===== config.mk =====
export PLATFORM = sky130hd
export DESIGN_NAME = flow_hash_bucket_select_core
export DESIGN_NICKNAME = d
export VERILOG_FILES = /design/src/sv/fhbs_pkg.sv /design/src/sv/fhbs_hash.sv /design/src/sv/fhbs_mod.sv /design/src/sv/flow_hash_bucket_select_core.sv
export SDC_FILE = /design/constraint.sdc
export NUM_CORES = 2
export LEC_CHECK = 0
export ABC_AREA = 1
export BUFFER_PORTS_ARGS = -buffer_cell sky130_fd_sc_hd__buf_2
export CAP_MARGIN = 5
export CORE_MARGIN = 4
export CORE_UTILIZATION = 40
export CTS_BUF_LIST = sky130_fd_sc_hd__clkbuf_8 sky130_fd_sc_hd__clkbuf_16
export DETAILED_ROUTE_END_ITERATION = 8
export SKIP_CTS_REPAIR_TIMING = 1
export SLEW_MARGIN = 0
export SYNTH_ARGS = -nofsm -noshare
export SYNTH_HDL_FRONTEND = slang
export SYNTH_HIERARCHICAL = 1
export SYNTH_SLANG_ARGS = --single-unit

===== constraint.sdc =====
create_clock -name i_clk -period 35.7 [get_ports i_clk]
set_clock_uncertainty 0.2 [all_clocks]
set_input_delay 0 -clock i_clk [delete_from_list [all_inputs] [get_ports i_clk]]
set_output_delay 0 -clock i_clk [all_outputs]
set_load 0.03 [all_outputs]

===== src/sv/fhbs_pkg.sv =====
// ----------------------------------------------------------------------------
// fhbs_pkg
// shared types, constants and mix functions of the flow hash bucket selector
// ----------------------------------------------------------------------------
`default_nettype none

package fhbs_pkg;

    // datapath widths
    localparam int WORD_W   = 32;
    localparam int PROTO_W  = 8;
    localparam int BUCKET_W = 7;
    localparam int COUNT_W  = 8;

    // configuration port
    localparam int CFG_IDX_W  = 1;
    localparam int CFG_DATA_W = 32;

    typedef enum logic [CFG_IDX_W-1:0] {
        CFG_HASH_SEED    = 1'b0,
        CFG_BUCKET_COUNT = 1'b1
    } t_cfg_idx;

    // bucket count used when the register holds zero or too large a value
    localparam int MAX_BUCKETS = 128;

    // protocol numbers
    localparam logic [PROTO_W-1:0] PROTO_TCP = 8'd6;
    localparam logic [PROTO_W-1:0] PROTO_UDP = 8'd17;

    // hash initial value terms: golden constant plus a fixed length term
    localparam logic [WORD_W-1:0] HASH_BASE = 32'hdeadbeef;
    localparam logic [WORD_W-1:0] HASH_LEN  = 32'd12;

    // rotate amounts of the final mix
    localparam int ROT_1 = 14;
    localparam int ROT_2 = 11;
    localparam int ROT_3 = 25;
    localparam int ROT_4 = 16;
    localparam int ROT_5 = 4;
    localparam int ROT_6 = 14;
    localparam int ROT_7 = 24;

    // remainder pipeline: quotient bits retired per stage
    localparam int MOD_BITS   = 4;
    localparam int MOD_STAGES = WORD_W / MOD_BITS;

    // valid bit and packet class travelling alongside the data
    typedef struct packed {
        logic valid;
        logic drop;
        logic udp;
    } t_side;

    // rotate left by a constant amount in 1..31
    function automatic logic [WORD_W-1:0] rol32(input logic [WORD_W-1:0] v,
                                                input int unsigned k);
        return (v << k) | (v >> (WORD_W - k));
    endfunction

    // one step of the final mix: p ^= q; p -= rol(q, k)
    function automatic logic [WORD_W-1:0] jmix(input logic [WORD_W-1:0] p,
                                               input logic [WORD_W-1:0] q,
                                               input int unsigned k);
        return (p ^ q) - rol32(q, k);
    endfunction

endpackage

`default_nettype wire


===== src/sv/fhbs_hash.sv =====
// ----------------------------------------------------------------------------
// fhbs_hash
// five-stage pipeline: key sum, then the seven-step final mix two steps a stage, one in the last stage
// ----------------------------------------------------------------------------
`default_nettype none

module fhbs_hash (
    input  wire logic                       i_clk,
    input  wire logic                       i_rst_n,
    input  wire logic                       i_en,
    input  wire fhbs_pkg::t_side            i_side,
    input  wire logic [fhbs_pkg::WORD_W-1:0] i_w0,
    input  wire logic [fhbs_pkg::WORD_W-1:0] i_w1,
    input  wire logic [fhbs_pkg::WORD_W-1:0] i_w2,
    input  wire logic [fhbs_pkg::WORD_W-1:0] i_w3,
    input  wire logic [fhbs_pkg::WORD_W-1:0] i_iv,
    output fhbs_pkg::t_side                 o_side,
    output logic [fhbs_pkg::WORD_W-1:0]     o_hash
);

    fhbs_pkg::t_side r_side0, r_side1, r_side2, r_side3, r_side4;

    logic [fhbs_pkg::WORD_W-1:0] r_a0, r_iv0;
    logic [fhbs_pkg::WORD_W-1:0] r_a1, r_b1, r_c1;
    logic [fhbs_pkg::WORD_W-1:0] r_a2, r_b2, r_c2;
    logic [fhbs_pkg::WORD_W-1:0] r_b3, r_c3;
    logic [fhbs_pkg::WORD_W-1:0] r_c4;

    logic [fhbs_pkg::WORD_W-1:0] n_c1, n_b2, n_a3;

    // partial results used inside a stage
    assign n_c1 = fhbs_pkg::jmix(r_iv0, r_iv0, fhbs_pkg::ROT_1);
    assign n_b2 = fhbs_pkg::jmix(r_b1, r_a1, fhbs_pkg::ROT_3);
    assign n_a3 = fhbs_pkg::jmix(r_a2, r_c2, fhbs_pkg::ROT_5);

    always_ff @(posedge i_clk) begin
        if (!i_rst_n) begin
            r_side0 <= '0;
            r_side1 <= '0;
            r_side2 <= '0;
            r_side3 <= '0;
            r_side4 <= '0;
        end else if (i_en) begin
            r_side0 <= i_side;
            r_side1 <= r_side0;
            r_side2 <= r_side1;
            r_side3 <= r_side2;
            r_side4 <= r_side3;
        end
    end

    always_ff @(posedge i_clk) begin
        if (i_en) begin
            // key sum, b and c start at the initial value
            r_a0  <= i_w0 + i_w1 + i_w2 + i_w3 + i_iv;
            r_iv0 <= i_iv;
            // c, a
            r_c1  <= n_c1;
            r_a1  <= fhbs_pkg::jmix(r_a0, n_c1, fhbs_pkg::ROT_2);
            r_b1  <= r_iv0;
            // b, c
            r_b2  <= n_b2;
            r_c2  <= fhbs_pkg::jmix(r_c1, n_b2, fhbs_pkg::ROT_4);
            r_a2  <= r_a1;
            // a, b
            r_b3  <= fhbs_pkg::jmix(r_b2, n_a3, fhbs_pkg::ROT_6);
            r_c3  <= r_c2;
            // last c
            r_c4  <= fhbs_pkg::jmix(r_c3, r_b3, fhbs_pkg::ROT_7);
        end
    end

    assign o_side = r_side4;
    assign o_hash = r_c4;

endmodule

`default_nettype wire


===== src/sv/fhbs_mod.sv =====
// ----------------------------------------------------------------------------
// fhbs_mod
// pipelined restoring remainder of the hash by the bucket count
// ----------------------------------------------------------------------------
`default_nettype none

module fhbs_mod #(
    parameter int MAX_BUCKETS = fhbs_pkg::MAX_BUCKETS
) (
    input  wire logic                                 i_clk,
    input  wire logic                                 i_rst_n,
    input  wire logic                                 i_en,
    input  wire logic [$clog2(MAX_BUCKETS+1)-1:0]     i_count,
    input  wire fhbs_pkg::t_side                      i_side,
    input  wire logic [fhbs_pkg::WORD_W-1:0]          i_hash,
    output fhbs_pkg::t_side                           o_side,
    output logic [$clog2(MAX_BUCKETS+1)-1:0]          o_rem
);

    localparam int CW     = $clog2(MAX_BUCKETS + 1);
    localparam int STAGES = fhbs_pkg::MOD_STAGES;
    localparam int BPS    = fhbs_pkg::MOD_BITS;
    localparam int WW     = fhbs_pkg::WORD_W;

    fhbs_pkg::t_side r_side [STAGES];
    logic [CW-1:0]   r_rem  [STAGES];
    logic [WW-1:0]   r_quo  [STAGES-1];

    for (genvar g = 0; g < STAGES; g++) begin : g_stage
        fhbs_pkg::t_side w_side_in;
        logic [CW-1:0]   w_rem_in;
        logic [WW-1:0]   w_quo_in;
        logic [CW-1:0]   n_rem;

        if (g == 0) begin : g_first
            assign w_side_in = i_side;
            assign w_rem_in  = '0;
            assign w_quo_in  = i_hash;
        end else begin : g_next
            assign w_side_in = r_side[g-1];
            assign w_rem_in  = r_rem[g-1];
            assign w_quo_in  = r_quo[g-1];
        end

        // shift in four hash bits one at a time, subtract the divisor where it fits
        always_comb begin : p_step
            logic [CW:0]   v_tmp;
            logic [CW-1:0] v_rem;
            v_rem = w_rem_in;
            for (int k = 0; k < BPS; k++) begin
                v_tmp = {v_rem, w_quo_in[WW-1-k]};
                if (v_tmp >= {1'b0, i_count}) begin
                    v_tmp = v_tmp - {1'b0, i_count};
                end
                v_rem = v_tmp[CW-1:0];
            end
            n_rem = v_rem;
        end

        always_ff @(posedge i_clk) begin
            if (!i_rst_n) begin
                r_side[g] <= '0;
            end else if (i_en) begin
                r_side[g] <= w_side_in;
            end
        end

        always_ff @(posedge i_clk) begin
            if (i_en) begin
                r_rem[g] <= n_rem;
            end
        end

        if (g < STAGES - 1) begin : g_fwd
            always_ff @(posedge i_clk) begin
                if (i_en) begin
                    r_quo[g] <= w_quo_in << BPS;
                end
            end
        end
    end

    assign o_side = r_side[STAGES-1];
    assign o_rem  = r_rem[STAGES-1];

endmodule

`default_nettype wire


===== src/sv/flow_hash_bucket_select_core.sv =====
// an accepted word passes the hash pipeline and then the 8 remainder stages to its result word
// throughput: one word per cycle; the whole pipeline holds only while a result waits
// the remainder pipeline retires 4 hash bits per stage, which sets the 8 stages
// reset: synchronous active low, clears all valid bits; seed reads 0, bucket count 128
// no clearing pass is needed; words are taken on the first cycle after reset
// ----------------------------------------------------------------------------
// flow_hash_bucket_select_core
// classifies packets by protocol, hashes the source address with the final
// mix and reduces the hash modulo the bucket count to pick a backend bucket
// ----------------------------------------------------------------------------
`default_nettype none

module flow_hash_bucket_select_core #(
    parameter int MAX_BUCKETS = fhbs_pkg::MAX_BUCKETS
) (
    input  wire logic                              i_clk,
    input  wire logic                              i_rst_n,
    // configuration writes
    input  wire logic                              i_cfg_wr_en,
    input  wire logic [fhbs_pkg::CFG_IDX_W-1:0]    i_cfg_index,
    input  wire logic [fhbs_pkg::CFG_DATA_W-1:0]   i_cfg_data,
    // packet words in
    input  wire logic                              i_valid,
    output logic                                   o_stall,
    input  wire logic                              i_is_ipv4,
    input  wire logic [fhbs_pkg::PROTO_W-1:0]      i_ip_proto,
    input  wire logic [fhbs_pkg::WORD_W-1:0]       i_src_word0,
    input  wire logic [fhbs_pkg::WORD_W-1:0]       i_src_word1,
    input  wire logic [fhbs_pkg::WORD_W-1:0]       i_src_word2,
    input  wire logic [fhbs_pkg::WORD_W-1:0]       i_src_word3,
    // result words out
    output logic                                   o_valid,
    input  wire logic                              i_stall,
    output logic [fhbs_pkg::BUCKET_W-1:0]          o_bucket,
    output logic                                   o_target_table,
    output logic                                   o_drop
);

    localparam int CW = $clog2(MAX_BUCKETS + 1);

    // configuration: initial value kept pre-added, count kept already saturated
    logic [fhbs_pkg::WORD_W-1:0] r_iv;
    logic [CW-1:0]               r_count_eff;
    logic [CW-1:0]               n_count_eff;
    logic [fhbs_pkg::COUNT_W-1:0] w_cfg_count;

    // pipeline control and data
    logic                        w_en;
    fhbs_pkg::t_side             w_in_side;
    fhbs_pkg::t_side             w_hash_side;
    fhbs_pkg::t_side             w_out_side;
    logic [fhbs_pkg::WORD_W-1:0] w_w1, w_w2, w_w3;
    logic [fhbs_pkg::WORD_W-1:0] w_hash;
    logic [CW-1:0]               w_rem;
    logic [CW+fhbs_pkg::BUCKET_W-1:0] w_rem_ext;
    logic                        w_is_tcp;
    logic                        w_is_udp;

    // ------------------------------------------------------------------
    // configuration registers
    // ------------------------------------------------------------------
    assign w_cfg_count = i_cfg_data[fhbs_pkg::COUNT_W-1:0];

    // a count byte of zero or anything above the maximum falls back to the maximum
    always_comb begin
        if ((w_cfg_count == '0) || (32'(w_cfg_count) > 32'(MAX_BUCKETS))) begin
            n_count_eff = CW'(MAX_BUCKETS);
        end else begin
            n_count_eff = CW'(w_cfg_count);
        end
    end

    always_ff @(posedge i_clk) begin
        if (!i_rst_n) begin
            r_iv        <= fhbs_pkg::HASH_BASE + fhbs_pkg::HASH_LEN;
            r_count_eff <= CW'(MAX_BUCKETS);
        end else if (i_cfg_wr_en) begin
            case (fhbs_pkg::t_cfg_idx'(i_cfg_index))
                fhbs_pkg::CFG_HASH_SEED: begin
                    r_iv <= i_cfg_data + fhbs_pkg::HASH_BASE + fhbs_pkg::HASH_LEN;
                end
                fhbs_pkg::CFG_BUCKET_COUNT: begin
                    r_count_eff <= n_count_eff;
                end
                default: begin
                    r_iv <= r_iv;
                end
            endcase
        end
    end

    // ------------------------------------------------------------------
    // flow control: every stage advances together unless a result is held
    // ------------------------------------------------------------------
    assign w_en    = !(o_valid && i_stall);
    assign o_stall = !w_en;

    // ------------------------------------------------------------------
    // packet classification and key shaping
    // ------------------------------------------------------------------
    assign w_is_tcp = (i_ip_proto == fhbs_pkg::PROTO_TCP);
    assign w_is_udp = (i_ip_proto == fhbs_pkg::PROTO_UDP);

    assign w_in_side.valid = i_valid;
    assign w_in_side.drop  = !(w_is_tcp || w_is_udp);
    assign w_in_side.udp   = w_is_udp;

    // an ipv4 address lives in word 0 only
    assign w_w1 = i_is_ipv4 ? '0 : i_src_word1;
    assign w_w2 = i_is_ipv4 ? '0 : i_src_word2;
    assign w_w3 = i_is_ipv4 ? '0 : i_src_word3;

    // ------------------------------------------------------------------
    // hash and remainder pipelines
    // ------------------------------------------------------------------
    fhbs_hash u_hash (
        .i_clk   (i_clk),
        .i_rst_n (i_rst_n),
        .i_en    (w_en),
        .i_side  (w_in_side),
        .i_w0    (i_src_word0),
        .i_w1    (w_w1),
        .i_w2    (w_w2),
        .i_w3    (w_w3),
        .i_iv    (r_iv),
        .o_side  (w_hash_side),
        .o_hash  (w_hash)
    );

    fhbs_mod #(
        .MAX_BUCKETS (MAX_BUCKETS)
    ) u_mod (
        .i_clk   (i_clk),
        .i_rst_n (i_rst_n),
        .i_en    (w_en),
        .i_count (r_count_eff),
        .i_side  (w_hash_side),
        .i_hash  (w_hash),
        .o_side  (w_out_side),
        .o_rem   (w_rem)
    );

    // ------------------------------------------------------------------
    // result word: the last remainder stage is the output register
    // ------------------------------------------------------------------
    assign w_rem_ext      = {{fhbs_pkg::BUCKET_W{1'b0}}, w_rem};
    assign o_valid        = w_out_side.valid;
    assign o_drop         = w_out_side.drop;
    assign o_target_table = w_out_side.udp && !w_out_side.drop;
    assign o_bucket       = w_out_side.drop ? '0 : w_rem_ext[fhbs_pkg::BUCKET_W-1:0];

    // ------------------------------------------------------------------
    // assertions
    // ------------------------------------------------------------------
    a_count_nonzero: assert property (@(posedge i_clk) disable iff (!i_rst_n)
        r_count_eff != '0)
        else $error("effective bucket count is zero");

    a_rem_in_range: assert property (@(posedge i_clk) disable iff (!i_rst_n)
        (o_valid && !o_drop) |-> (w_rem < r_count_eff))
        else $error("bucket not below the bucket count");

    a_stall_only_when_held: assert property (@(posedge i_clk) disable iff (!i_rst_n)
        o_stall |-> (o_valid && i_stall))
        else $error("input stalled without a held result");

    a_held_result_stays: assert property (@(posedge i_clk) disable iff (!i_rst_n)
        (o_valid && i_stall) |=> (o_valid && $stable(w_rem) && $stable(o_drop)))
        else $error("held result changed");

endmodule

`default_nettype wire

* Word-level counts from Yosys, hierarchy flattened *
Memory sizes are Yosys's and may differ from the RTL's.
Cells that the tools add are included.

storage, ports and cells
  register bits after elaboration = 407
  bits in latches = 0
  RAM bits = 284
  bits in read-only memories = 0
  input port bits = 175
  output and inout bits = 11
  memories kept = 3

operators by class
  add/subtract/negate cells = 45
  multiply operators = 0
  div/mod/pow operators = 0
  order comparisons = 33
  eq/ne operators = 2
  shifts and indexed selects = 0
  muxes and demuxes = 49
  bitwise logic cells = 23
  reduce and logical (&&, ||, !) cells = 9

memory list
  memory        depth  width  read ports  clocked after memory_dff  wr ports  line            RTL
  u_mod.r_quo   7      28     7           0                         7         fhbs_mod.sv:27  logic [WW-1:0] r_quo [STAGES-1];
  u_mod.r_rem   8      8      8           0                         8         fhbs_mod.sv:26  logic [CW-1:0] r_rem [STAGES];
  u_mod.r_side  8      3      8           0                         8         fhbs_mod.sv:25  fhbs_pkg::t_side r_side [STAGES];

operator list
  cell                      count
  $ge A9 B8 Y1              31
  $mux W8                   33
  $sub A8 B8 Y8             31
  $sub A32 B32 Y32          7
  $xor A32 B32 Y32          7
  $add A32 B32 Y32          4
  $mux W32                  3
  $or A32 B14 Y32           2
  $add A32 B32 Y32 const B  1
  $add A32 B4 Y32 const B   1
  $or A32 B11 Y32           1
  $or A32 B16 Y32           1
  $or A32 B24 Y32           1
  $or A32 B25 Y32           1
  $or A32 B4 Y32            1
  $mux W3                   8
  $eq A8 B3 Y1 const B      1
  $eq A8 B5 Y1 const B      1
  $ge A1 B8 Y1              1
  $gt A8 B8 Y1 const B      1
  $logic_not A8 Y1          1
  $or A1 B1 Y1              8
  $sub A1 B8 Y8             1
  $mux W7                   1
  other kinds (6)           13

* Depth between registers and ports, before layout *
An unclocked memory read counts as a cell.

  depth in word-level cells = 9
  depth in mapped cells = 47

* By module *
The synthesis kept the hierarchy.

by module, submodules not included
  module                        times used  cells each  area an instance (um^2)  sequential area each (um^2)
  fhbs_hash                     1           3,492       29,635.9                 10,840.4
  fhbs_mod                      1           2,652       20,513.4                 6,005.8
  flow_hash_bucket_select_core  1           738         3,781.1                  800.8

* Least setup slack after synthesis *
OpenSTA, ideal clock, no wires.

  kind = reg2out
  from = memory u_mod/r_side[1][11] (netlist name)
  to = output o_stall
  data arrival time = 14.356 ns
  required time = 35.500 ns
  setup slack = 21.144 ns
  cell stages (with the launch flop) = 3
  buffers on the path = 0
  cell sequence = edfxtp_1 > nand2_1 > inv_1

RTL lines
  item             line                                RTL
  start, declared  fhbs_mod.sv:25
  end, declared    flow_hash_bucket_select_core.sv:24  output logic o_stall,

==> impl.org <==
** GRT
- Entering global routing, the biggest net connects 77 pins.
- Summed over all layers, the global routing overflow is 0.
- The initial antenna violation count was 0.
- For this run, global-route usage on met2 was measured as 37.7%.
- Global-route met3 utilization :: 3.22%
- Total routing usage reported by global routing :: approximately 22%
- Global-route wire length before repair :: 246 mm
- After global routing, the most crowded layer is met2.
- The via count of the first global-routing pass was 44200.
- Global routing used 28.4% of the available met1 tracks.

** Worst hold path
- Class of the worst hold path :: in -> reg

** Die
- Pin placement for this block handled 186 I/O pins.
- The die covers around 0.14 mm².
- The initial utilization of the core area, before any placement, comes to 40.3%.
- Measured along the y axis, the die boundary spans 375 µm.
- Row cnt :: between 100 and 150
- In this run the standard cell core region covers approximately 0.13 mm².
- Horizontal extent of the die :: approximately 380 µm

** Clock tree
- Counting along the longest clock path gives a buffer depth of 3.
- TritonCTS built the clock tree.
- Clock Sinks :: 605
- The cell sitting at the root of the clock tree is a sky130_fd_sc_hd__clkbuf_16.
- Latest clock arrival within the worst-skew pair :: 0.65 ns
- The number of clock buffers added by TritonCTS is 74.
- The H-tree generated during clock tree synthesis spans 3 levels.
- Post-CTS clock slew at the launch and capture registers of the worst setup and hold paths :: approximately 0.06 ns

** STA
- The worst pin sits at a relative slew slack of 30.7%.
- Setup repair after global routing left no endpoint under its margin.
- Summed over all failing endpoints, the final setup total negative slack is 0 ns.
- Pins Over Slew Limit :: 0
- After layout, the worst path uses 22.6% of the clock period.
- Post-route minimum period :: 8.06 ns
- Setup violations remaining at the end of the flow were counted as 0.
- Timing-limited maximum frequency :: 124 MHz
- Slew at the pin with the worst max-slew slack :: 1.04 ns
- Final-report hold violation count :: 0

** Route
- 1st-iter DRT viols :: approximately 3400
- Drt via density :: 5.07
- Overall routed net length :: 161 mm
- Number of vias in the routed layout :: approximately 46000
- In the final routed layout, each cell accounts on average for between 15 and 20 µm.
- In this run the remaining antenna-violating nets after routing total 0.
- DRC Markers :: 0
- For this run, the detailed router's first-pass iteration total came to 6.

** Critical path
- Slowest cell on the critical path :: sky130_fd_sc_hd__nor3b_2
- Crit path capture type :: flip-flop
- Reg2reg setup slack :: between 20 and 30 ns
- Critical path launch point type :: flip-flop
- The most numerous cell type found on the critical path is sky130_fd_sc_hd__nand2_1.
- Largest fanout on the critical path :: 31
- The largest single stage delay on the critical path is 0.57 ns.
- The critical path in this run is classified as reg -> reg.
- Req. time, crit path :: roughly 36 ns
- Data arrival, critical path :: 8.25 ns

** Finish
- Layout Nets :: 7990
- The library cells used most frequently in the layout, excluding fill and tap cells, are 1637 x sky130_fd_sc_hd__nand2_1, 1236 x sky130_fd_sc_hd__inv_1, 550 x sky130_fd_sc_hd__edfxtp_1.
- The library cell used most frequently in the layout, excluding fill and tap cells, is sky130_fd_sc_hd__nand2_1.
- Counting the fill cells in the layout gives 13300.
- The area growth from synthesis to layout is 12.0%.
- Share of post-route cells with drive strength above 1 :: 9.11%

** Synthesis
- Synthesized cell area :: 0.0539 mm²
- Yosys printed 6 warnings.
- Syn_area_per_cell :: 7.83 µm²
- Syn Inst Count :: just under 7000
- Post-synthesis net count :: 7649

** Place
- Global placer's final weighted congestion :: 1.00
- Detailed placement ended at an HPWL of 130 mm.
- In this run the tool buffered the top-level ports with roughly 190 buffer cells.

** Outcome
- Result of the run :: finished clean

** Run
- MaxCap Viol Count :: 0
## worst max-delay path, delay by kind of cell, from the launching register on
family	cells	cell delay, ns
adders and majority gates	4	1.46
DFF	1	0.35
buffers and inverters	5	0.84
AOI/OAI and AO/OA	8	2.12
and+or+nand+nor	19	2.80
## sequential cells by signal, indices dropped and copies added, names as in the netlist
name / count
u_hash/r_b1: 32
u_hash/r_side2: 3
u_hash/r_side1: 3
u_hash/r_side0: 3
u_hash/r_side3: 3
u_hash/r_c1: 31
u_hash/r_c3: 32
u_hash/r_iv0: 32
u_hash/o_side: 3
u_mod/r_side: 24
r_count_eff: 8
u_mod/r_quo: 112
u_hash/r_a0: 32
u_hash/o_hash: 32
u_hash/r_b2: 32
u_hash/r_a1: 32
u_hash/r_c2: 32
u_hash/r_b3: 32
u_hash/r_a2: 32
u_mod/r_rem: 63
r_iv: 32
## path summary, 6_finish.rpt
kind | to | start | cells after the start
max | u_mod/r_rem[1][3] | r_count_eff[2] | 36
min | u_hash/r_a0[31] | i_src_word3[31] | 7
max reg2reg | u_mod/r_rem[1][3] | r_count_eff[2] | 36
min reg2reg | u_mod/r_quo[2][26] | u_mod/r_quo[1][22] | 0
## final cells by class
cell class / instances / area [µm²] / area share (%)
clock buffer: 79 / 1970 / 3.26
antenna: 1 / 2.50 / 0.00415
sequential: 605 / 17600 / 29.2
inverter: 1261 / 4740 / 7.85
multi-input combinational: 4972 / 31300 / 51.9
timing repair buffer: 304 / 2070 / 3.43
tap: 1768 / 2210 / 3.66
clock inverter: 49 / 434 / 0.719
## routing by layer
metal | up-vias | part of all wire (%)
met1 | 21200 | 43
li1 | 23000 | -
met5 | - | 0
met4 | 0 | 5.3
met2 | 1277 | 47
met3 | 376 | 5.6
## through the flow
stage | cell area [µm²] | setup WS, ns | util [%] | std cells | hold WS, ns
after detailed placement | 56900 | 27.73 | 42.6 | 8809 | 0.0613
after global routing | 60400 | 26.93 | 45.2 | 9038 | 0.0360
final | 60400 | 27.64 | 45.2 | 9039 | 0.00386
after CTS | 59300 | 27.70 | 44.4 | 8937 | -0.619
after floorplan | 53900 | 21.17 | - | 6877 | -0.0861
after global placement | 56900 | 27.83 | 42.6 | 8809 | 0.0539
Power is left out: the tool's default activity adds up to more than one toggle a clock period on the data nets, which glitch-free logic cannot reach.
